==> config.mk <==
export PLATFORM = sky130hd
export DESIGN_NAME = acs_useq
export DESIGN_NICKNAME = d
export VERILOG_FILES = /design/src/design/acs_pkg.sv /design/src/design/acs_useq.sv
export SDC_FILE = /design/constraint.sdc
export NUM_CORES = 1
export LEC_CHECK = 0
export ABC_AREA = 1
export BUFFER_PORTS_ARGS = -buffer_cell sky130_fd_sc_hd__clkbuf_2
export CAP_MARGIN = 20
export CORE_UTILIZATION = 42
export DETAILED_ROUTE_END_ITERATION = 10
export PLACE_DENSITY = 0.71
export SLEW_MARGIN = 25
export SYNTH_ARGS = -nofsm -noshare
export SYNTH_HDL_FRONTEND = slang
export SYNTH_SLANG_ARGS = --single-unit
==> constraint.sdc <==
create_clock -name i_clk -period 1.7 [get_ports i_clk]
set_clock_uncertainty 0.2 [all_clocks]
set_input_delay 0.34 -clock i_clk [delete_from_list [all_inputs] [get_ports i_clk]]
set_output_delay 0.34 -clock i_clk [all_outputs]
set_load 0.03 [all_outputs]
==> src/design/acs_pkg.sv <==
// Shared types, constants, microprogram and helpers for the accumulator CPU step block.
package acs_pkg;

    // Memory size; must be a power of two (index wrap is a bit-select).
    localparam int MEM_WORDS = 4096;
    localparam int MEM_AW    = $clog2(MEM_WORDS);
    localparam int WORD_W    = 16;
    localparam int UPC_W     = 4;

    typedef logic [UPC_W-1:0]  t_upc;
    typedef logic [WORD_W-1:0] t_word;
    typedef logic [MEM_AW-1:0] t_maddr;

    typedef enum logic [1:0] {
        ACT_WRITE = 2'd0,
        ACT_EXEC  = 2'd1,
        ACT_READ  = 2'd2,
        ACT_NONE  = 2'd3
    } t_action;

    typedef enum logic [2:0] {
        OP_ST  = 3'd0,
        OP_LD  = 3'd1,
        OP_ADD = 3'd2,
        OP_BR  = 3'd3,
        OP_BZ  = 3'd4,
        OP_CLR = 3'd5,
        OP_DEC = 3'd6,
        OP_EXT = 3'd7
    } t_op;

    typedef enum logic [1:0] {
        EX_HALT = 2'd0,
        EX_EI   = 2'd1,
        EX_DI   = 2'd2,
        EX_NOP  = 2'd3
    } t_ext;

    typedef enum logic [1:0] {
        MD_DIRECT  = 2'd0,
        MD_INDIR   = 2'd1,
        MD_INDEXED = 2'd2,
        MD_IDX_IND = 2'd3
    } t_mode;

    // Instruction word layout
    typedef struct packed {
        logic [3:0] spare;
        t_op        op;
        logic       sel;    // 1 ACC, 0 X
        t_mode      mode;
        logic [5:0] addr;
    } t_instr;

    // Memory address source
    typedef enum logic [2:0] {
        AS_NONE = 3'd0,
        AS_HOST = 3'd1,
        AS_PC   = 3'd2,
        AS_MODE = 3'd3,
        AS_EA   = 3'd4
    } t_asel;

    typedef enum logic [1:0] {
        EA_HOLD  = 2'd0,
        EA_MODE  = 2'd1,
        EA_RDATA = 2'd2
    } t_easel;

    typedef enum logic [2:0] {
        J_NEXT      = 3'd0,
        J_GOTO      = 3'd1,
        J_IF_IND    = 3'd2,
        J_IF_NOTMEM = 3'd3,
        J_DONE      = 3'd4
    } t_jmp;

    // One microcode control word
    typedef struct packed {
        t_asel  addr_sel;
        logic   mem_rd;
        logic   host_wr;
        logic   exec_op;
        logic   ir_load;
        t_easel ea_sel;
        logic   wb;
        logic   rd_out;
        t_jmp   jmp;
        t_upc   target;
    } t_uctl;

    // Jump conditions reported by the datapath
    typedef struct packed {
        logic ind;
        logic notmem;
    } t_cond;

    // Architectural state
    typedef struct packed {
        t_word pc;
        t_word acc;
        t_word x;
        logic  z;
        logic  ie;
        logic  h;
    } t_arch;

    typedef struct packed {
        logic   en;
        logic   we;
        t_maddr addr;
        t_word  wdata;
    } t_memreq;

    // Microprogram addresses
    localparam t_upc U_RET    = 4'd0;
    localparam t_upc U_RETRD  = 4'd1;
    localparam t_upc U_HWR    = 4'd2;
    localparam t_upc U_HRD    = 4'd3;
    localparam t_upc U_FETCH  = 4'd4;
    localparam t_upc U_DECODE = 4'd5;
    localparam t_upc U_EXEC   = 4'd6;
    localparam t_upc U_DATA   = 4'd7;
    localparam t_upc U_IND    = 4'd8;

    localparam t_uctl UC_NOP = '{
        addr_sel: AS_NONE, mem_rd: 1'b0, host_wr: 1'b0, exec_op: 1'b0,
        ir_load: 1'b0, ea_sel: EA_HOLD, wb: 1'b0, rd_out: 1'b0,
        jmp: J_DONE, target: U_RET
    };

    // Control store
    function automatic t_uctl ucode(t_upc u);
        t_uctl c;
        c = UC_NOP;
        unique case (u)
            U_RET: begin
                c.jmp = J_DONE;
            end
            U_RETRD: begin
                c.rd_out = 1'b1;
                c.jmp    = J_DONE;
            end
            U_HWR: begin
                c.addr_sel = AS_HOST;
                c.host_wr  = 1'b1;
                c.jmp      = J_GOTO;
                c.target   = U_RET;
            end
            U_HRD: begin
                c.addr_sel = AS_HOST;
                c.mem_rd   = 1'b1;
                c.jmp      = J_GOTO;
                c.target   = U_RETRD;
            end
            U_FETCH: begin
                c.addr_sel = AS_PC;
                c.mem_rd   = 1'b1;
                c.jmp      = J_NEXT;
            end
            U_DECODE: begin
                c.ir_load  = 1'b1;
                c.addr_sel = AS_MODE;
                c.mem_rd   = 1'b1;
                c.ea_sel   = EA_MODE;
                c.jmp      = J_IF_IND;
                c.target   = U_IND;
            end
            U_EXEC: begin
                c.addr_sel = AS_EA;
                c.exec_op  = 1'b1;
                c.jmp      = J_IF_NOTMEM;
                c.target   = U_RET;
            end
            U_DATA: begin
                c.wb     = 1'b1;
                c.jmp    = J_GOTO;
                c.target = U_RET;
            end
            U_IND: begin
                c.ea_sel = EA_RDATA;
                c.jmp    = J_GOTO;
                c.target = U_EXEC;
            end
            default: begin
                c = UC_NOP;
            end
        endcase
        return c;
    endfunction

    // Microprogram entry point for a request
    function automatic t_upc entry_upc(t_action a, logic halted);
        t_upc u;
        unique case (a)
            ACT_WRITE: u = U_HWR;
            ACT_READ:  u = U_HRD;
            ACT_EXEC:  u = halted ? U_RET : U_FETCH;
            ACT_NONE:  u = U_RET;
            default:   u = U_RET;
        endcase
        return u;
    endfunction

    function automatic t_maddr wrap_idx(t_word v);
        return v[MEM_AW-1:0];
    endfunction

endpackage

==> src/design/acs_useq.sv <==
// Microsequencer: step counter, control store lookup and conditional jumps.
module acs_useq (
    input  logic             i_clk,
    input  logic             i_rst_n,
    input  logic             i_start,
    input  acs_pkg::t_upc    i_entry,
    input  acs_pkg::t_cond   i_cond,
    input  logic             i_stall,
    output acs_pkg::t_uctl   o_ctl,
    output logic             o_busy,
    output logic             o_done
);
    import acs_pkg::*;

    t_upc  r_upc;
    logic  r_busy;
    t_uctl w_word;

    assign w_word = ucode(r_upc);
    assign o_ctl  = r_busy ? w_word : UC_NOP;
    assign o_busy = r_busy;
    assign o_done = r_busy && (w_word.jmp == J_DONE);

    always_ff @(posedge i_clk) begin
        if (!i_rst_n) begin
            r_busy <= 1'b0;
            r_upc  <= U_RET;
        end else if (i_start) begin
            r_busy <= 1'b1;
            r_upc  <= i_entry;
        end else if (r_busy && !i_stall) begin
            unique case (w_word.jmp)
                J_NEXT:      r_upc <= r_upc + t_upc'(1);
                J_GOTO:      r_upc <= w_word.target;
                J_IF_IND:    r_upc <= i_cond.ind ? w_word.target : r_upc + t_upc'(1);
                J_IF_NOTMEM: r_upc <= i_cond.notmem ? w_word.target : r_upc + t_upc'(1);
                J_DONE:      r_busy <= 1'b0;
                default:     r_busy <= 1'b0;
            endcase
        end
    end

endmodule

==> metrics, run 1 <==
status aborted with a tool error; Halt Stage 5_1_grt; Log Error [ERROR DPL-0038] Utilization greater than 100%, impossible to legalize; post-synthesis sequential area ratio 0.139; Synth cell types 22; CTS H-Tree Depth 1; Post-Syn Area per Cell 5.54 sq um; die width between 40 and 50 microns; clk sink count 5; cell taking the most area after synthesis nand2_1; Starting Density 0.462; Root Buffer clkbuf_4; chip height 43.4 microns; cts hold-fix bufs 0; Cell Area, Synth 721 sq um; Final HPWL DP 1880 microns; Yosys top cell area share 0.188; I/O pins 30; Synth Register Bits 5; Syn Inst Count 130; top cells by area, synth nand2_1 (19%), nor2_1 (16%), dfxtp_1 (14%), ha_1 (6.9%), nand3_1 (6.9%); Ys Warns 0; PortBufs 29; syn_nets 144; Num CTS Buffers 3; pin count of the biggest net entering global routing 18; area post-placement 0.00116 sq mm; num rows 14; GP Congestion ~0.90; post-GRT worst EP o_done; Worst endpoint type output port; Max clock buf depth 2
[cells by family after synthesis]
group	after synthesis	share of synthesized area
compound gates	13	0.111
fa+ha+maj	4	0.0694
buf+inv	18	0.109
flops	5	0.139
simple gates	90	0.571
[metrics by stage]
| stage | std cells | hold slack, ns | setup WS (ns) | TNS (ns) | utilization |
|---|---|---|---|---|---|
| after floorplan | 130 | 0.238 | -0.145 | -1.20 | - |
| after global placement | 195 | 0.346 | -0.150 | -1.15 | 0.745 |
| after detailed placement | 195 | 0.355 | -0.183 | -1.61 | 0.745 |
| after CTS | 208 | 0.0975 | -0.393 | -5.40 | 0.966 |
[repair_timing]
action	in CTS
setup buffers	10
cloned	0
endpoints found under the setup margin	23
pin swaps	16
gates resized for setup	61
[cells in the mapped netlist, drive strengths merged]
cell type and instances:
nand3 14, o21ai 5, nand2 38, nand4 5, a21oi 8, nor2 32, clkinv 2, buf 3
dfxtp 5, ha 4, inv 12, clkbuf 1, nand3b 1
==> run 2: changes to the inputs <==
CORE_AREA = 2 2 63 65   (was not set)
CORE_UTILIZATION = not set   (was 42)
DIE_AREA = 0 0 65 67   (was not set)
PLACE_DENSITY = not set   (was 0.71)
PLACE_DENSITY_LB_ADDON = 0.15   (was not set)
clock period = 2.2 ns   (was 1.7 ns; I/O delays follow)
==> run 2 against run 1 <==
  * The flow now finishes without violations
  * Synthesized cell count did not move
  * Synthesized area unchanged
==> metrics, run 2 <==
commonest non-fill, non-tap cells in the layout nand2_1 (35), nor2_1 (26), clkbuf_2 (25); Slew @ Worst Pin about 0.27 ns; clk sink count 5; Vias 929; PortBufs 29; layout cell share with drive strength beyond 1 0.419; max FFs per register 4; post-layout util 0.319; status complete, no violations; largest family of logic cells by synthesized area simple AND/OR/NAND/NOR gates; Synth Register Bits 5; num rows 22; Tcrit/Tclk final 0.966; Synth Area in Simple Gates 0.571; CTS tree built; EDFF count, synth 0; hold crit path type primary input to flop; fraction of registers with async set/reset 0; area post-placement 980 sq um; CP Max Fanout 6; Post-Synth XOR/XNOR Area 0; total routed wirelength roughly 2400 microns; unrepaired setup endpoints after global routing no; Pwr Density 478 mW/mm^2; CP arrival 1.49 ns; post-synthesis sequential area ratio 0.139; final hold violation count 0; max cap viols 0; initial DRC count 21; Ys Warns 0; ANT nets after route 0; clk slew on worst S/H paths 0.04 ns; initial antenna violation count 0; GP Congestion 0.833; cts hold-fix bufs 0; Num CTS Buffers 3; CP startpoint kind flop; leakage ~0.58 nW; first-pass GRT wire length between 3000 and 4000 microns; Total Power 0.550 mW; DRC 0; Core Area 0.00361 sq mm; chip height roughly 67 microns; Slew HR 0.822; Skew-Pair Late Insertion Delay 0.22 ns; Peak Freq 470 MHz; top cells by area, synth nand2_1 (19%), nor2_1 (16%), dfxtp_1 (14%), ha_1 (6.9%), nand3_1 (6.9%); Primary FF master, synth dfxtp_1; largest vdd supply drop 260 uV; vias in the first global route 851; Synth cell types 22; die area 0.00436 sq mm; P&R area growth vs syn 59.5%; Overflow after GRT 0; cell taking the most area after synthesis nand2_1; I/O pins 30; syn_nets 144; Crit Path Class flop to output port; fin area 0.00115 sq mm; Syn Inst Count 130; CP endpoint kind output port; pin count of the biggest net entering global routing 16; WL/cell 10.8 microns; Layout Nets 187; Crit path required time 1.56 ns; die width roughly 65 microns; PnR worst setup slack roughly 0.074 ns; Max clock buf depth 2; Ant. Diodes 0; Post-Syn Area per Cell 5.54 sq um; Synth Area in Adders 0.0694; CTS H-Tree Depth 1; Min Clock Period, post-route approximately 2.1 ns; Root Buffer clkbuf_8; Post-synth top cells nand2_1 (36), nor2_1 (30), inv_1 (10), nand3_1 (10), a21oi_1 (7); mux contribution to synthesized area 0; most common cell after layout, fill and taps aside nand2_1; Place WS 0.0659 ns; Yosys top cell area share 0.188; Cell Area, Synth 721 sq um; final setup vio count 0; Total GRT Usage 0.114; Vias/cell between 4 and 5; max-slew violation count 0; top-count cell post-synth nand2_1; DR pass1 iterations 4; Compound-Gate Fraction of Synth Area 0.111; Final HPWL DP about 1900 microns; Reg with most FFs r_upc; Starting Density 0.200
## run 2: cell counts after synthesis
No cell type changed its count.
## run 2: area by class of cell
cell class,count,area [sq um]
fill,431,2460
multi-input combinational,107,607
timing repair buffer,42,273
sequential,5,110
tap,48,60.1
inverter,14,55.1
clock buffer,4,45.0
## run 2: cell families after synthesis
kind of cell / Yosys count
and+or+nand+nor: 90
buffers and inverters: 18
AOI/OAI and AO/OA: 13
DFF: 5
adders and majority gates: 4
## run 2: path summary, 6_finish.rpt
| path | from | slack [ns] | endpoint | depth (start not counted) |
|---|---|---|---|---|
| worst max register to register | r_upc[0]$_SDFFE_PN0P_ | 0.24 | r_upc[2]$_SDFFE_PN0P_ | 11 |
| worst min register to register | r_upc[3]$_SDFFE_PN0P_ | 0.33 | r_upc[3]$_SDFFE_PN0P_ | 2 |
| worst max-delay path | r_upc[0]$_SDFFE_PN0P_ | 0.07 | o_ctl[4] | 8 |
| worst min-delay path | i_rst_n | 0.22 | o_busy$_SDFFE_PN0P_ | 3 |
## run 2: worst max-delay path, stage by stage (launching register included)
cell and delay, ns:
dfxtp_4 0.39, inv_4 0.07, ha_4 0.17, o21ai_2 0.13
inv_1 0.08, nor2_4 0.12, buf_6 0.11, nor2_1 0.03
clkbuf_8 0.16
## run 2: power breakdown
part	leakage [nW]	switching (mW)	internal [mW]	total, mW
sequential	0.0434	0.0169	0.100	0.117
clock	0.0228	0.0458	0.124	0.170
combinational	0.510	0.154	0.109	0.263
total	0.576	0.217	0.333	0.550
## run 2: repair_timing
action / in CTS / in global routing
pin swaps: 3 / 3
endpoints found under the setup margin: 6 / 12
gates resized for setup: 16 / 16
buffers inserted: 1 / 2
endpoints found under the hold margin: 0 / 0
## run 2: metal layers
metal | vias up | wire, microns | GRT usage
met5 | - | 0 | 0
met4 | 0 | 17 | 0.0399
met3 | 2 | 143 | 0.0152
met2 | 32 | 1080 | 0.201
met1 | 398 | 1140 | 0.142
li1 | 497 | - | -
## run 2: stage by stage
step,hold WS [ns],cells,setup TNS [ns]
floorplan,0.300,130,-0.0347
finish,0.217,220,0
global route,0.238,220,0
global placement,0.321,213,0
CTS,0.214,218,0
detailed placement,0.325,213,0
Note: power is estimated with default switching activity, not from simulation.
==> run 3: changes to the inputs <==
GPL_TIMING_DRIVEN = 0   (was not set)
==> run 3 against run 2 <==
  * The run now ends with setup timing left
  * Hold slack better by 0.0040 ns
  * Combinational power up 3%
  * Clock power down 4%
  * Cell area up 3.8%
  * Sequential power about the same
  * Via count up 2.6%
  * Final cell count up 1.4%
  * Power about the same
==> metrics, run 3 (synthesis gave the netlist of run 2 again) <==
initial antenna violation count 0; CTS H-Tree Depth 1; Crit. Startpoint r_upc[0]$_SDFFE_PN0P_; Min Clock Period, post-route 2.22 ns; Final HPWL DP approximately 1700 microns; cell internal pwr between 0.3 and 0.4 mW; vias in the first global route 849; I/O pins 30; min-delay src i_rst_n; Pwr Density 461 mW/mm^2; reg2reg start r_upc[1]$_SDFFE_PN0P_; pin count of the biggest net entering global routing 11; PortBufs 29; num rows 22; Overflow after GRT 0; initial DRC count 27; status complete, but fails checks; Root Buffer clkbuf_8; Ant. Diodes 0; CP Max Fanout 6; layout cell share with drive strength beyond 1 0.429; Layout Cells excl Fill 223; max-slew violation count 0; Max clock buf depth 2; final setup vio count 2; Layout Nets 190; Peak Freq about 450 MHz; Switching Fraction 0.397; total routed wirelength 2370 microns; final hold violation count 0; Vias/cell 4.27; first-pass GRT wire length 3720 microns; max FFs per register 4; Num CTS Buffers 3; Net Sw Power 0.218 mW; leakage between 0.6 and 0.7 nW; post-layout util 0.331; CP endpoint kind output port; Vias 953; register share of total power 0.208; clock share of power 0.299; Gate power share 0.493; Crit Path Class flop to output port; most common cell after layout, fill and taps aside nand2_1; Crit path required time 1.56 ns; hold crit path type primary input to flop; unrepaired setup endpoints after global routing yes; Fin Setup TNS -0.0254 ns; clk sink count 5; CP arrival 1.58 ns; DR pass1 iterations 4; Reg with most FFs r_upc; Slew HR 0.785; ANT nets after route 0; clk slew on worst S/H paths approximately 0.03 ns; Total GRT Usage 0.107; failing checks setup timing; die width 65 microns; DRC 0; GP Congestion 0.775; WL/cell between 10 and 15 microns; Slew @ Worst Pin 0.321 ns; CP startpoint kind flop; die area 0.00436 sq mm; Filler cells 405; Total Power 0.550 mW; P&R area growth vs syn 65.6%; commonest non-fill, non-tap cells in the layout nand2_1 (34), nor2_1 (27), clkbuf_2 (25); largest vdd supply drop 558 uV; Skew-Pair Late Insertion Delay 0.22 ns; Tcrit/Tclk final 1.01; CTS tree built; Core Area 0.00361 sq mm; chip height around 67 microns; max cap viols 0; PnR worst setup slack -0.0150 ns; Starting Density 0.200; Inst Count DP 207
## run 3: cell types whose count changed in the layout (fill, tap and decap cells not counted), moves of 2 or more
cell | previous run | this run
nand2_4 | 1 | 3
dfxtp_2 | 2 | 0
clkbuf_8 | 5 | 3
dfxtp_1 | 1 | 3
buf_4 | 13 | 16
## run 3: final timing paths
| check | endpoint | slack, ns | cells after the start |
|---|---|---|---|
| max | o_done | -0.02 | 8 |
| min | o_busy$_SDFFE_PN0P_ | 0.22 | 3 |
| max reg2reg | r_upc[1]$_SDFFE_PN0P_ | 0.18 | 10 |
| min reg2reg | r_upc[1]$_SDFFE_PN0P_ | 0.32 | 2 |
## run 3: metrics by stage
step,cell area (sq um),setup WS [ns],hold WS (ns)
2_1_floorplan,726,-0.0347,0.300
3_3_place_gp,931,-0.104,0.335
3_5_place_dp,931,-0.131,0.337
4_1_cts,1050,-0.0390,0.220
5_1_grt,1190,-0.0879,0.235
6_report,1190,-0.0150,0.221
## run 3: layout make-up
| class | count | area (sq um) | area share |
|---|---|---|---|
| plain buffers | 4 | 27.5 | 0.0231 |
| clock buffers | 4 | 45.0 | 0.0377 |
| repair buffers | 41 | 256 | 0.215 |
| inverters | 14 | 61.3 | 0.0514 |
| flip-flops and latches | 5 | 108 | 0.0901 |
| well taps | 48 | 60.1 | 0.0503 |
| multi-input cells | 107 | 636 | 0.532 |
## run 3: metal layers
metal	GRT usage	vias to the layer above	share of wire
li1	-	508	-
met1	0.147	403	0.47
met2	0.180	40	0.47
met3	0.0203	2	0.053
met4	0.00798	0	0.00084
met5	0	-	0
## run 3: what timing repair did
item,4_1_cts,5_1_grt
setup endpoints to repair,9,16
resized for setup,14,25
hold buffers,0,0
setup buffers,4,8
pin swaps,3,3
## run 3: worst max-delay path: stages, from the launching register on
cell     delay (ns)
dfxtp_4        0.40
inv_6          0.06
ha_4           0.18
o21ai_4        0.17
inv_2          0.06
nor2_4         0.15
nand2_4        0.10
nor2_4         0.11
buf_8          0.13
## run 3: power by group through the flow
stage,registers (mW),clock network (mW),logic (mW)
2_1_floorplan,0.111,0,0.151
3_3_place_gp,0.110,0,0.205
3_5_place_dp,0.110,0,0.207
4_1_cts,0.110,0.168,0.228
5_1_grt,0.116,0.180,0.296
6_report,0.114,0.164,0.271
