===== src/design/acs_pkg.sv =====
// Shared types, constants, microprogram and helpers for the accumulator CPU step block.
package acs_pkg;

    // Memory size; must be a power of two (index wrap is a bit-select).
    localparam int MEM_WORDS = 4096;
    localparam int MEM_AW    = $clog2(MEM_WORDS);
    localparam int WORD_W    = 16;
    localparam int UPC_W     = 4;

    typedef logic [UPC_W-1:0]  t_upc;
    typedef logic [WORD_W-1:0] t_word;
    typedef logic [MEM_AW-1:0] t_maddr;

    typedef enum logic [1:0] {
        ACT_WRITE = 2'd0,
        ACT_EXEC  = 2'd1,
        ACT_READ  = 2'd2,
        ACT_NONE  = 2'd3
    } t_action;

    typedef enum logic [2:0] {
        OP_ST  = 3'd0,
        OP_LD  = 3'd1,
        OP_ADD = 3'd2,
        OP_BR  = 3'd3,
        OP_BZ  = 3'd4,
        OP_CLR = 3'd5,
        OP_DEC = 3'd6,
        OP_EXT = 3'd7
    } t_op;

    typedef enum logic [1:0] {
        EX_HALT = 2'd0,
        EX_EI   = 2'd1,
        EX_DI   = 2'd2,
        EX_NOP  = 2'd3
    } t_ext;

    typedef enum logic [1:0] {
        MD_DIRECT  = 2'd0,
        MD_INDIR   = 2'd1,
        MD_INDEXED = 2'd2,
        MD_IDX_IND = 2'd3
    } t_mode;

    // Instruction word layout
    typedef struct packed {
        logic [3:0] spare;
        t_op        op;
        logic       sel;    // 1 ACC, 0 X
        t_mode      mode;
        logic [5:0] addr;
    } t_instr;

    // Memory address source
    typedef enum logic [2:0] {
        AS_NONE = 3'd0,
        AS_HOST = 3'd1,
        AS_PC   = 3'd2,
        AS_MODE = 3'd3,
        AS_EA   = 3'd4
    } t_asel;

    typedef enum logic [1:0] {
        EA_HOLD  = 2'd0,
        EA_MODE  = 2'd1,
        EA_RDATA = 2'd2
    } t_easel;

    typedef enum logic [2:0] {
        J_NEXT      = 3'd0,
        J_GOTO      = 3'd1,
        J_IF_IND    = 3'd2,
        J_IF_NOTMEM = 3'd3,
        J_DONE      = 3'd4
    } t_jmp;

    // One microcode control word
    typedef struct packed {
        t_asel  addr_sel;
        logic   mem_rd;
        logic   host_wr;
        logic   exec_op;
        logic   ir_load;
        t_easel ea_sel;
        logic   wb;
        logic   rd_out;
        t_jmp   jmp;
        t_upc   target;
    } t_uctl;

    // Jump conditions reported by the datapath
    typedef struct packed {
        logic ind;
        logic notmem;
    } t_cond;

    // Architectural state
    typedef struct packed {
        t_word pc;
        t_word acc;
        t_word x;
        logic  z;
        logic  ie;
        logic  h;
    } t_arch;

    typedef struct packed {
        logic   en;
        logic   we;
        t_maddr addr;
        t_word  wdata;
    } t_memreq;

    // Microprogram addresses
    localparam t_upc U_RET    = 4'd0;
    localparam t_upc U_RETRD  = 4'd1;
    localparam t_upc U_HWR    = 4'd2;
    localparam t_upc U_HRD    = 4'd3;
    localparam t_upc U_FETCH  = 4'd4;
    localparam t_upc U_DECODE = 4'd5;
    localparam t_upc U_EXEC   = 4'd6;
    localparam t_upc U_DATA   = 4'd7;
    localparam t_upc U_IND    = 4'd8;

    localparam t_uctl UC_NOP = '{
        addr_sel: AS_NONE, mem_rd: 1'b0, host_wr: 1'b0, exec_op: 1'b0,
        ir_load: 1'b0, ea_sel: EA_HOLD, wb: 1'b0, rd_out: 1'b0,
        jmp: J_DONE, target: U_RET
    };

    // Control store
    function automatic t_uctl ucode(t_upc u);
        t_uctl c;
        c = UC_NOP;
        unique case (u)
            U_RET: begin
                c.jmp = J_DONE;
            end
            U_RETRD: begin
                c.rd_out = 1'b1;
                c.jmp    = J_DONE;
            end
            U_HWR: begin
                c.addr_sel = AS_HOST;
                c.host_wr  = 1'b1;
                c.jmp      = J_GOTO;
                c.target   = U_RET;
            end
            U_HRD: begin
                c.addr_sel = AS_HOST;
                c.mem_rd   = 1'b1;
                c.jmp      = J_GOTO;
                c.target   = U_RETRD;
            end
            U_FETCH: begin
                c.addr_sel = AS_PC;
                c.mem_rd   = 1'b1;
                c.jmp      = J_NEXT;
            end
            U_DECODE: begin
                c.ir_load  = 1'b1;
                c.addr_sel = AS_MODE;
                c.mem_rd   = 1'b1;
                c.ea_sel   = EA_MODE;
                c.jmp      = J_IF_IND;
                c.target   = U_IND;
            end
            U_EXEC: begin
                c.addr_sel = AS_EA;
                c.exec_op  = 1'b1;
                c.jmp      = J_IF_NOTMEM;
                c.target   = U_RET;
            end
            U_DATA: begin
                c.wb     = 1'b1;
                c.jmp    = J_GOTO;
                c.target = U_RET;
            end
            U_IND: begin
                c.ea_sel = EA_RDATA;
                c.jmp    = J_GOTO;
                c.target = U_EXEC;
            end
            default: begin
                c = UC_NOP;
            end
        endcase
        return c;
    endfunction

    // Microprogram entry point for a request
    function automatic t_upc entry_upc(t_action a, logic halted);
        t_upc u;
        unique case (a)
            ACT_WRITE: u = U_HWR;
            ACT_READ:  u = U_HRD;
            ACT_EXEC:  u = halted ? U_RET : U_FETCH;
            ACT_NONE:  u = U_RET;
            default:   u = U_RET;
        endcase
        return u;
    endfunction

    function automatic t_maddr wrap_idx(t_word v);
        return v[MEM_AW-1:0];
    endfunction

endpackage


===== src/design/acs_dpath.sv =====
// Datapath: ACC, X, PC, flags, instruction and effective address registers.
module acs_dpath (
    input  logic              i_clk,
    input  logic              i_rst_n,
    input  acs_pkg::t_uctl    i_ctl,
    input  acs_pkg::t_maddr   i_haddr,
    input  acs_pkg::t_word    i_hdata,
    input  acs_pkg::t_word    i_rdata,
    output acs_pkg::t_memreq  o_req,
    output acs_pkg::t_cond    o_cond,
    output acs_pkg::t_arch    o_arch
);
    import acs_pkg::*;

    t_arch  r_arch;
    t_arch  n_arch;
    t_word  r_ir;
    t_word  r_ea;
    t_instr w_in;
    t_word  w_a16;
    t_word  w_mode_ea;
    t_word  w_reg;
    t_word  w_dec;
    t_word  w_res;
    logic   w_indexed;
    logic   w_memop;
    t_ext   w_ext;

    // instruction comes straight from memory in the decode step
    assign w_in      = t_instr'(i_ctl.ir_load ? i_rdata : r_ir);
    assign w_ext     = t_ext'({w_in.sel, w_in.mode[1]});
    assign w_a16     = t_word'(w_in.addr);
    assign w_indexed = (w_in.mode == MD_INDEXED) || (w_in.mode == MD_IDX_IND);
    assign w_mode_ea = w_indexed ? w_a16 + r_arch.x : w_a16;
    assign w_reg     = w_in.sel ? r_arch.acc : r_arch.x;
    assign w_dec     = w_reg - t_word'(1);
    assign w_res     = (w_in.op == OP_LD) ? i_rdata : w_reg + i_rdata;
    assign w_memop   = (w_in.op == OP_ST) || (w_in.op == OP_LD) || (w_in.op == OP_ADD);

    assign o_cond.ind    = (w_in.mode == MD_INDIR) || (w_in.mode == MD_IDX_IND);
    assign o_cond.notmem = !((w_in.op == OP_LD) || (w_in.op == OP_ADD));

    always_comb begin
        o_req.en    = i_ctl.mem_rd || i_ctl.host_wr || (i_ctl.exec_op && w_memop);
        o_req.we    = i_ctl.host_wr || (i_ctl.exec_op && (w_in.op == OP_ST));
        o_req.wdata = i_ctl.host_wr ? i_hdata : w_reg;
        unique case (i_ctl.addr_sel)
            AS_HOST: o_req.addr = i_haddr;
            AS_PC:   o_req.addr = wrap_idx(r_arch.pc);
            AS_MODE: o_req.addr = wrap_idx(w_mode_ea);
            AS_EA:   o_req.addr = wrap_idx(r_ea);
            default: o_req.addr = '0;
        endcase
    end

    always_comb begin
        n_arch = r_arch;
        if (i_ctl.exec_op) begin
            n_arch.z  = 1'b0;
            n_arch.pc = r_arch.pc + t_word'(1);
            unique case (w_in.op)
                OP_ST, OP_LD, OP_ADD: ;
                OP_BR: n_arch.pc = r_ea;
                OP_BZ: begin
                    if (r_arch.z) begin
                        n_arch.pc = r_ea;
                    end
                end
                OP_CLR: begin
                    if (w_in.sel) n_arch.acc = '0;
                    else          n_arch.x   = '0;
                    n_arch.z = 1'b1;
                end
                OP_DEC: begin
                    if (w_in.sel) n_arch.acc = w_dec;
                    else          n_arch.x   = w_dec;
                    n_arch.z = (w_dec == '0);
                end
                OP_EXT: begin
                    unique case (w_ext)
                        EX_HALT: begin
                            n_arch.h  = 1'b1;
                            n_arch.pc = r_arch.pc;
                        end
                        EX_EI:   n_arch.ie = 1'b1;
                        EX_DI:   n_arch.ie = 1'b0;
                        EX_NOP:  ;
                        default: ;
                    endcase
                end
                default: ;
            endcase
        end
        if (i_ctl.wb) begin
            if (w_in.sel) n_arch.acc = w_res;
            else          n_arch.x   = w_res;
            n_arch.z = (w_res == '0);
        end
    end

    always_ff @(posedge i_clk) begin
        if (!i_rst_n) begin
            r_arch <= '0;
        end else begin
            r_arch <= n_arch;
        end
    end

    always_ff @(posedge i_clk) begin
        if (i_ctl.ir_load) begin
            r_ir <= i_rdata;
        end
        unique case (i_ctl.ea_sel)
            EA_MODE:  r_ea <= w_mode_ea;
            EA_RDATA: r_ea <= i_rdata;
            default:  r_ea <= r_ea;
        endcase
    end

    assign o_arch = r_arch;

endmodule


===== config.mk =====
export PLATFORM = sky130hd
export DESIGN_NAME = acs_dpath
export DESIGN_NICKNAME = d
export VERILOG_FILES = /design/src/design/acs_pkg.sv /design/src/design/acs_dpath.sv
export SDC_FILE = /design/constraint.sdc
export NUM_CORES = 1
export LEC_CHECK = 0
export ABC_CLOCK_PERIOD_IN_PS = 7700
export BUFFER_PORTS_ARGS = -buffer_cell sky130_fd_sc_hd__buf_4
export CAP_MARGIN = 20
export CELL_PAD_IN_SITES_DETAIL_PLACEMENT = 1
export CELL_PAD_IN_SITES_GLOBAL_PLACEMENT = 1
export CORE_ASPECT_RATIO = 1.25
export CORE_MARGIN = 2
export CORE_UTILIZATION = 43
export DETAILED_ROUTE_END_ITERATION = 7
export PLACE_DENSITY_LB_ADDON = 0.1
export SLEW_MARGIN = 20
export SYNTH_ARGS = -nofsm -noshare
export SYNTH_HDL_FRONTEND = slang
export SYNTH_SLANG_ARGS = --single-unit

===== constraint.sdc =====
create_clock -name i_clk -period 7.7 [get_ports i_clk]
set_input_delay 1.54 -clock i_clk [delete_from_list [all_inputs] [get_ports i_clk]]
set_output_delay 1.54 -clock i_clk [all_outputs]
set_load 0.02 [all_outputs]

==> summary.md, run 1 <==
| Metric | Value |
|---|---|
| Outcome | complete, no violations |
| Critical path class | in -> out |
| Pwr Density | ~210 mW/mm^2 |
| Ys flop type | dfxtp_1 |
| CP Launch Type | input pin |
| First-pass GRT wire length | about 36,000 um |
| Top post-synthesis cells by area | dfxtp_1 21%, edfxtp_1 7.9%, nand2_1 6.1% |
| FMAX | 161 MHz |
| Slowest CP cell | o21ai_0 |
| Final Critical Period | 6190 ps |
| Starting DRT DRC Count | around 520 |
| Slowest cell delay on critical path | 590 ps |
| Setup TNS Final | 0 ps |
| Die width | 111 um |
| Gr usage total | 0.296 |
| Design Power | 1.62 mW |
| Met2 wire len | roughly 12,000 um |
| Pin count of the biggest net entering global routing | 47 |
| H-tree depth | 3 |
| P&R area growth vs syn | 24.3% |
| RSZ-0062 raised after global routing | false |
| ANT nets after route | 0 |
| Fin. Hold Viols | 0 |
| Synth area leader | dfxtp_1 |
| Final Skew | 6.62 ps |
| Hold depth | 1 |
| Hold Path Class | reg -> reg |
| Clock Tree Buf Depth | 2 |
| Register cell area after layout | 0.00174 mm^2 |
| # rows | 48 |
| Multi-input gate area | 0.00411 mm^2 |
| Uppermost layer routed | met4 |
| Core box area | 0.0138 mm^2 |
| Final WL | 22,800 um |
| IO Pins | 147 |
| Die Ht | 137 um |
| Initial core utilization | 0.441 |
| Unique masters post-synth | between 60 and 70 |
| P_leak | 3.23 nW |
| PortBufs | 138 |
| Vias per Instance | 6.19 |
| Syn nets | roughly 870 |
| CTS tree | yes |
| Vias in the first global route | 6,853 |
| Clk_lat worst skew | approximately 340 ps |
| Postcts setup bufs | 0 |
| Seq/Total Area, Yosys | 0.286 |
| Data required, critical path | 6160 ps |
| DRC violations left | 0 |
| Endpoint class of the critical path | output pin |
| Hold_buf cts | 0 |
| Path depth of the worst reg2reg path | 13 |
| HPWL after detailed placement | 17,400 um |
| Crit path DAT | 4650 ps |
| Slew HR | 0.363 |
| Synthesis Warnings | 0 |
| Grt total ovfl | 0 |
| # setup viols final | 0 |
| EDFF count, synth | 16 |
| Wirelength per Cell | 21.3 um |
| Worst-margin pin slew | 950 ps |
| Clock Sinks | 79 |
| Syn Inst Count | 775 |
| Metal3 WL | 1030 um |
| Root buf cell | clkbuf_16 |
| Router iterations before antenna repair | 5 |
| Worst-path fanout max | 12 |
| Cell Chain, Critical Path | buf_4, mux2_2, ha_1, a21o_1, a21oi_1, o21bai_1, a21oi_1, nor2b_1, o21ai_0, nor2_1, xnor2_1, o221ai_1, buf_4 |
| Worst IR Drop VDD | 113 uV |
| GPL Wtd Cong | 0.934 |
| Period utilization | 0.804 |
| Clk slew on worst S/H paths | roughly 60 ps |
| Share of cells above drive strength 1 | 0.233 |
| Cts bufs inserted | 9 |
| Async set-or-reset flop fraction in the synthesized netlist | 0 |
| FILL cells | 1,718 |
| M1 wire length | 9320 um |
| Die Area | 0.0152 mm^2 |
| Post-synth top area share | 0.207 |
| Syn avg cell area | 7.87 um^2 |
| Pins Over Slew Limit | 0 |
| # Max-Cap Violations | 0 |
| Final Net Count | 981 |
| #FFs+latches synth | 79 |
| DR vias | roughly 6,600 |
| Post-cts gate resize count | 0 |
| Mapped cell area | 0.00610 mm^2 |
| Initial antenna violation count | 0 |
| Antenna diode count | 0 |
path summary, 6_finish.rpt:
path,startpoint,to,slack [ps]
setup reg to reg,r_ir[8],o_arch[2],3440
setup / recovery,i_ctl[11],o_req[25],1510
hold reg to reg,r_ir[0],r_ir[0],500
hold / removal,r_ir[0],r_ir[0],500
final cells by class:
cell class                      instances  area share
Clock buffer                           14      0.0390
Clock inverter                          2     0.00462
Inverter                               23      0.0114
Multi-Input combinational cell        630       0.542
Sequential cell                        79       0.230
Tap cell                              175      0.0289
Timing Repair Buffer                  146       0.145
routing by layer:
layer / GRT usage / up-vias
met5: 0 / -
met4: 0.117 / 0
met3: 0.0394 / 44
met2: 0.560 / 209
met1: 0.337 / 3263
li1: - / 3106
placed cells by master (no fill, tap or decap), types with 8 or more instances in the layout:
master / instances
dfxtp_1: 63
edfxtp_1: 16
ha_1: 26
mux2_2: 31
mux2i_1: 17
xnor2_1: 22
buf_4: 146
nor3_1: 30
nand2_1: 99
a21oi_1: 42
nand3_1: 13
a211oi_1: 21
and3_1: 8
o221ai_1: 8
nor2_1: 91
o21bai_1: 9
clkbuf_16: 10
xor2_1: 16
a22oi_1: 14
o21ai_0: 41
a221oi_1: 22
and2_1: 9
nand4_1: 14
inv_1: 18
nor4_1: 8
registers in the layout (all words and copies together), names as in the netlist:
name	cells
r_ir	12
o_arch	51
r_ea	16
synthesized netlist by cell type (6+ instances only):
library cell  number
xnor2_1           22
o21ai_0           41
a221oi_1          22
xor2_1            16
a21oi_1           42
nand4_1           14
o22ai_1            6
and3_1             8
a31oi_1            7
nor2_1            91
o21bai_1           9
nor4_1             8
nand2_1           99
dfxtp_1           63
a221o_1            7
ha_1              26
nor3_1            31
edfxtp_1          16
clkbuf_1          37
mux2_2            31
nand3_1           13
a22oi_1           14
o221ai_1           8
and2_1             9
inv_1             18
mux2i_1           17
a211oi_1          21
logic make-up (layout without fill, tap and decap cells):
kind of cell             Yosys count  in the layout  share of synthesized area
AND/OR/NAND/NOR                  297            297                      0.222
AO/OA/AOI/OAI                    215            215                      0.241
flip-flops                        79             79                      0.286
buffers and inverters             66            185                     0.0419
multiplexers                      50             50                     0.0913
XOR/XNOR                          38             38                     0.0546
adder cells (fa/ha/maj)           30             30                     0.0636
through the flow:
stage	hold slack (ps)	cell area, um^2	instances	worst slack, ps	util
2_1_floorplan	452	6100	775	2010	-
3_3_place_gp	462	7250	1053	1640	0.525
3_5_place_dp	486	7250	1053	1530	0.525
4_1_cts	501	7580	1069	1480	0.549
5_1_grt	522	7580	1069	1230	0.549
6_report	498	7580	1069	1510	0.549
report_power, final:
part,switching (mW),internal (mW),total (mW)
clock,0.177,0.297,0.475
sequential,0.0488,0.468,0.517
combinational,0.383,0.248,0.632
critical path, delay by kind of cell:
| family | cells | cell delay (ps) |
|---|---|---|
| compound gates | 6 | 1510 |
| mux | 1 | 410 |
| simple gates | 2 | 220 |
| xor+xnor | 1 | 290 |
| fa+ha+maj | 1 | 290 |
| buf+inv | 2 | 390 |
No activity file was read; power rests on OpenSTA's default activity.
==> inputs of run 2 (changes only) <==
--- a/config.mk
+++ b/config.mk
@@ -5,14 +5,14 @@
 export SDC_FILE = /design/constraint.sdc
 export NUM_CORES = 1
 export LEC_CHECK = 0
-export ABC_CLOCK_PERIOD_IN_PS = 7700
+export ABC_CLOCK_PERIOD_IN_PS = 5600
 export BUFFER_PORTS_ARGS = -buffer_cell sky130_fd_sc_hd__buf_4
 export CAP_MARGIN = 20
 export CELL_PAD_IN_SITES_DETAIL_PLACEMENT = 1
 export CELL_PAD_IN_SITES_GLOBAL_PLACEMENT = 1
 export CORE_ASPECT_RATIO = 1.25
 export CORE_MARGIN = 2
-export CORE_UTILIZATION = 43
+export CORE_UTILIZATION = 36
 export DETAILED_ROUTE_END_ITERATION = 7
 export PLACE_DENSITY_LB_ADDON = 0.1
 export SLEW_MARGIN = 20
==> constraint.sdc (replaced) <==
create_clock -name i_clk -period 5.6 [get_ports i_clk]
set_input_delay 1.12 -clock i_clk [delete_from_list [all_inputs] [get_ports i_clk]]
set_output_delay 1.12 -clock i_clk [all_outputs]
set_load 0.02 [all_outputs]
==> run 2 against run 1 <==
Against the previous run: critical path depth grew 1; register-to-register slack lost 1800 ps; final cell count grew 5.5%; die area grew 19%; non-clock buffer count grew 14; power grew 36%; via count grew 1.2%; routed wire length grew 4.1%; global-route usage shrank 3.7 points; cell area grew 1.9%; largest cell class unchanged; largest power group unchanged; highest routed layer unchanged.
==> summary.md, run 2 (same netlist as run 1, synthesis figures left out) <==
| Metric | Value |
|---|---|
| CP startpoint | i_ctl[11] |
| Clk slew on worst S/H paths | ~60 ps |
| HPWL after detailed placement | about 18,000 um |
| CP Launch Type | input pin |
| Worst hold start | o_arch[0] |
| Critical path class | in -> out |
| Post-cts gate resize count | 0 |
| Vias per Instance | 5.94 |
| Die Area | 0.0180 mm^2 |
| Commonest non-fill, non-tap cell in the layout | buf_4 |
| Hold Path Class | reg -> reg |
| Final Skew | 9.88 ps |
| Pwr Density | between 200 and 300 mW/mm^2 |
| Period utilization | 0.902 |
| Slew HR | 0.319 |
| Setup TNS Final | 0 ps |
| Final Critical Period | 5050 ps |
| Final WL | 23,700 um |
| FMAX | 198 MHz |
| Pin count of the biggest net entering global routing | 47 |
| Outcome | complete, no violations |
| Router iterations before antenna repair | 6 |
| Share of cells above drive strength 1 | 0.244 |
| Largest register FFs | 51 |
| Cts bufs inserted | 9 |
| Pins Over Slew Limit | 0 |
| Initial core utilization | 0.365 |
| Die width | between 100 and 150 um |
| Initial antenna violation count | 0 |
| ANT nets after route | 0 |
| Starting DRT DRC Count | 484 |
| Grt total ovfl | 0 |
| P&R area growth vs syn | 26.7% |
| Postcts setup bufs | 0 |
| DRC violations left | 0 |
| Core box area | 0.0167 mm^2 |
| RSZ-0062 raised after global routing | false |
| Clock Tree Buf Depth | 2 |
| Worst-path fanout max | 12 |
| Commonest cells after routing, fill and taps aside | 159 x buf_4, 99 x nand2_1, 91 x nor2_1 |
| Clock Sinks | a little under 80 |
| PortBufs | 138 |
| Hold_buf cts | 0 |
| # Max-Cap Violations | 0 |
| H-tree depth | 3 |
| Wirelength per Cell | 21.0 um |
| Final Non-Filler Cells | roughly 1,100 |
| Worst-margin pin slew | 1020 ps |
| Vias in the first global route | 6,730 |
| P_leak | roughly 3.3 nW |
| Gr usage total | 0.259 |
| Fin. Hold Viols | 0 |
| First-pass GRT wire length | 36,700 um |
| Clk_lat worst skew | 340 ps |
| DR vias | 6,699 |
| # rows | 53 |
| Worst IR Drop VDD | 159 uV |
| # setup viols final | 0 |
| CTS tree | yes |
| Data required, critical path | 4480 ps |
| Root buf cell | clkbuf_16 |
| GPL Wtd Cong | 0.902 |
| Critical R2R Launch | r_ir[8] |
| Final Net Count | 995 |
| Crit path DAT | 3930 ps |
| Endpoint class of the critical path | output pin |
| Inst Count DP | around 1,100 |
| Die Ht | 150 um |
| IO Pins | 147 |
| Antenna diode count | 0 |
run 2: worst max-delay path, cell delays in order:
cell      delay [ps]
buf_4            210
mux2_2           390
ha_1             220
fa_1             420
a21oi_1          160
nor2_1            60
nor2_1           160
o21bai_1          90
a21oi_1          300
nor2b_1          110
nand4_1          120
xor2_1           100
o31ai_1          270
buf_4            200
run 2: metrics by stage:
step	worst slack [ps]	hold slack, ps	power [mW]	util	instance area [um^2]
floorplan	754	452	1.27	-	6100
global placement	565	462	1.58	0.444	7420
detailed placement	520	482	1.61	0.444	7420
CTS	517	498	2.22	0.462	7720
global route	326	519	2.33	0.462	7720
finish	550	501	2.21	0.462	7720
run 2: routing by layer:
layer / share of wire / track usage
met2: 0.51 / 0.461
met1: 0.41 / 0.317
met3: 0.049 / 0.0313
met5: 0 / 0
met4: 0.032 / 0.101
run 2: layout make-up:
| type | instances | area, um^2 |
|---|---|---|
| tap | 220 | 275 |
| timing repair buffer | 160 | 1210 |
| clock inverter | 5 | 57.6 |
| sequential | 79 | 1740 |
| multi-input combinational | 630 | 4110 |
| inverter | 23 | 86.3 |
| fill | 2054 | 8990 |
| clock buffer | 11 | 243 |
run 2: path summary, 6_finish.rpt:
check | depth (start not counted) | slack [ps] | to
worst max-delay path | 14 | 550 | o_req[26]
worst min-delay path | 2 | 500 | o_arch[0]
worst max register to register | 14 | 1630 | o_arch[2]
worst min register to register | 2 | 500 | o_arch[0]
run 2: report_power, final:
part           switching [mW]  leakage, nW  internal (mW)
logic                   0.531         2.45          0.361
registers              0.0676        0.681          0.644
clock network           0.254        0.138          0.357
==> inputs of run 3 (changes only) <==
==> constraint.sdc (replaced) <==
create_clock -name i_clk -period 5.6 [get_ports i_clk]
set_input_delay 0.56 -clock i_clk [delete_from_list [all_inputs] [get_ports i_clk]]
set_output_delay 0.56 -clock i_clk [all_outputs]
set_load 0.02 [all_outputs]
==> run 3 against run 2 <==
Against the previous run: global-route usage up 0.16 points; worst hold slack worse by 14 ps; final cell count down 0.98%; combinational power down 2.5%; clock skew about the same; cell area down 1.5%; sequential power about the same; critical path depth down 1; sequential share of layout area up 0.35 points; via count down 2.6%; flip-flop and latch count unchanged.
==> summary.md, run 3 (same netlist as run 1, synthesis figures left out) <==
| Metric | Value |
|---|---|
| Outcome | complete, no violations |
| # rows | 53 |
| Cell Chain, Critical Path | buf_4, mux2_2, ha_1, a21o_1, a21oi_1, o21bai_1, a21oi_1, nor2b_1, o21ai_0, nor2_1, xnor2_1, o221ai_1, buf_4 |
| Crit path DAT | 3710 ps |
| Data required, critical path | 5040 ps |
| Initial antenna violation count | 0 |
| Pwr Density | 283 mW/mm^2 |
| Period utilization | 0.762 |
| Root buf cell | clkbuf_16 |
| Worst-path fanout max | 12 |
| Starting DRT DRC Count | 412 |
| GPL Wtd Cong | 0.939 |
| Final Non-Filler Cells | 1,117 |
| RSZ-0062 raised after global routing | false |
| Slowest cell delay on critical path | between 600 and 700 ps |
| FILL cells | 2,065 |
| Clk slew on worst S/H paths | ~60 ps |
| Pins Over Slew Limit | 0 |
| # Max-Cap Violations | 0 |
| Die Area | 0.0180 mm^2 |
| Slowest CP cell | o21ai_0 |
| Hold Path Class | reg -> reg |
| ANT nets after route | 0 |
| CP top delay family | compound AO/OA/AOI/OAI gates |
| FMAX | 234 MHz |
| Commonest cells after routing, fill and taps aside | 149 x buf_4, 99 x nand2_1, 91 x nor2_1 |
| Final Skew | about 9.5 ps |
| Placed cell area | 0.00733 mm^2 |
| Critical path class | in -> out |
| Final hold slack | 487 ps |
| Final Net Count | between 900 and 1,000 |
| Final WL | 23,600 um |
| Router iterations before antenna repair | 5 |
| H-tree depth | 3 |
| Share of cells above drive strength 1 | 0.232 |
| Die width | 120 um |
| P&R area growth vs syn | 24.7% |
| Setup TNS Final | 0 ps |
| Hold_buf cts | 0 |
| First-pass GRT wire length | 36,500 um |
| WP buf/inv | 2 |
| PnR worst setup slack | approximately 1300 ps |
| Initial core utilization | 0.365 |
| DR vias | 6,524 |
| Postcts setup bufs | 0 |
| Clock Tree Buf Depth | 2 |
| Pre-CTS setup slack | 999 ps |
| Commonest non-fill, non-tap cell in the layout | buf_4 |
| IO Pins | 147 |
| Wirelength per Cell | 21.1 um |
| Worst IR Drop VDD | 147 uV |
| CTS tree | yes |
| Vias in the first global route | 6,555 |
| Inst Count DP | roughly 1,100 |
| Largest register FFs | 51 |
| Die Ht | 150 um |
| Fin. Hold Viols | 0 |
| Slew HR | 0.324 |
| HPWL after detailed placement | 18,500 um |
| Antenna diode count | 0 |
| Endpoint class of the critical path | output pin |
| DRC violations left | 0 |
| PortBufs | 138 |
| Clk_lat worst skew | 340 ps |
| # setup viols final | 0 |
| Grt total ovfl | 0 |
| Worst-margin pin slew | 1010 ps |
| Post-route cell area | 0.00761 mm^2 |
| Cts bufs inserted | 9 |
| Pin count of the biggest net entering global routing | 33 |
| Post-cts gate resize count | 0 |
| Clock Sinks | about 80 |
| Gr usage total | 0.261 |
| Core box area | about 0.017 mm^2 |
| Vias per Instance | 5.84 |
| P_leak | 3.21 nW |
| Final Critical Period | 4270 ps |
| CP Launch Type | input pin |
==> run 3: cell count changes in the layout (fill, tap and decap cells not counted), sizes merged <==
cell,delta
buf,-11
clkbuf,+2
clkinvlp,-2
bufinv,-1
clkinv,+1
==> run 3: worst reg2reg max path, stage by stage (launching register included) <==
cell and delay [ps]:
dfxtp_1 350, mux2i_4 80, inv_2 70, buf_4 370
mux2_2 450, ha_1 260, a21o_1 220, nor3_1 150
o31ai_1 140, o21ai_0 590, and4_1 310, a211oi_1 120
nor4_1 350, nand4_1 230, o41ai_2 260
==> run 3: through the flow <==
stage | total power, mW | utilization
2_1_floorplan | 1.27 | -
3_3_place_gp | 1.56 | 0.439
3_5_place_dp | 1.59 | 0.439
4_1_cts | 2.16 | 0.455
5_1_grt | 2.27 | 0.455
6_report | 2.15 | 0.455
==> run 3: power breakdown <==
group          internal (mW)  switching, mW
clock                  0.326          0.245
combinational          0.344          0.527
sequential             0.644         0.0669
==> run 3: final cells by class <==
class,instances,area [um^2],area share
Clock inverter,3,16.3,0.00214
Inverter,23,86.3,0.0114
Timing Repair Buffer,149,1120,0.147
Multi-Input combinational cell,630,4110,0.540
Sequential cell,79,1740,0.229
Tap cell,220,275,0.0362
Clock buffer,13,262,0.0344
==> run 3: layer usage <==
layer / GRT usage / wire length (um) / vias to the layer above
li1: - / - / 3102
met1: 0.318 / 10200 / 3202
met2: 0.474 / 12000 / 184
met3: 0.0347 / 885 / 36
met4: 0.0779 / 467 / 0
met5: 0 / 0 / -
==> run 3: final timing paths <==
check	cells after the start	from	endpoint	slack, ps
hold / removal	2	o_arch[0]	o_arch[0]	490
setup / recovery	13	i_ctl[11]	o_req[25]	1330
hold reg to reg	2	o_arch[0]	o_arch[0]	490
setup reg to reg	14	r_ir[8]	o_arch[2]	1550
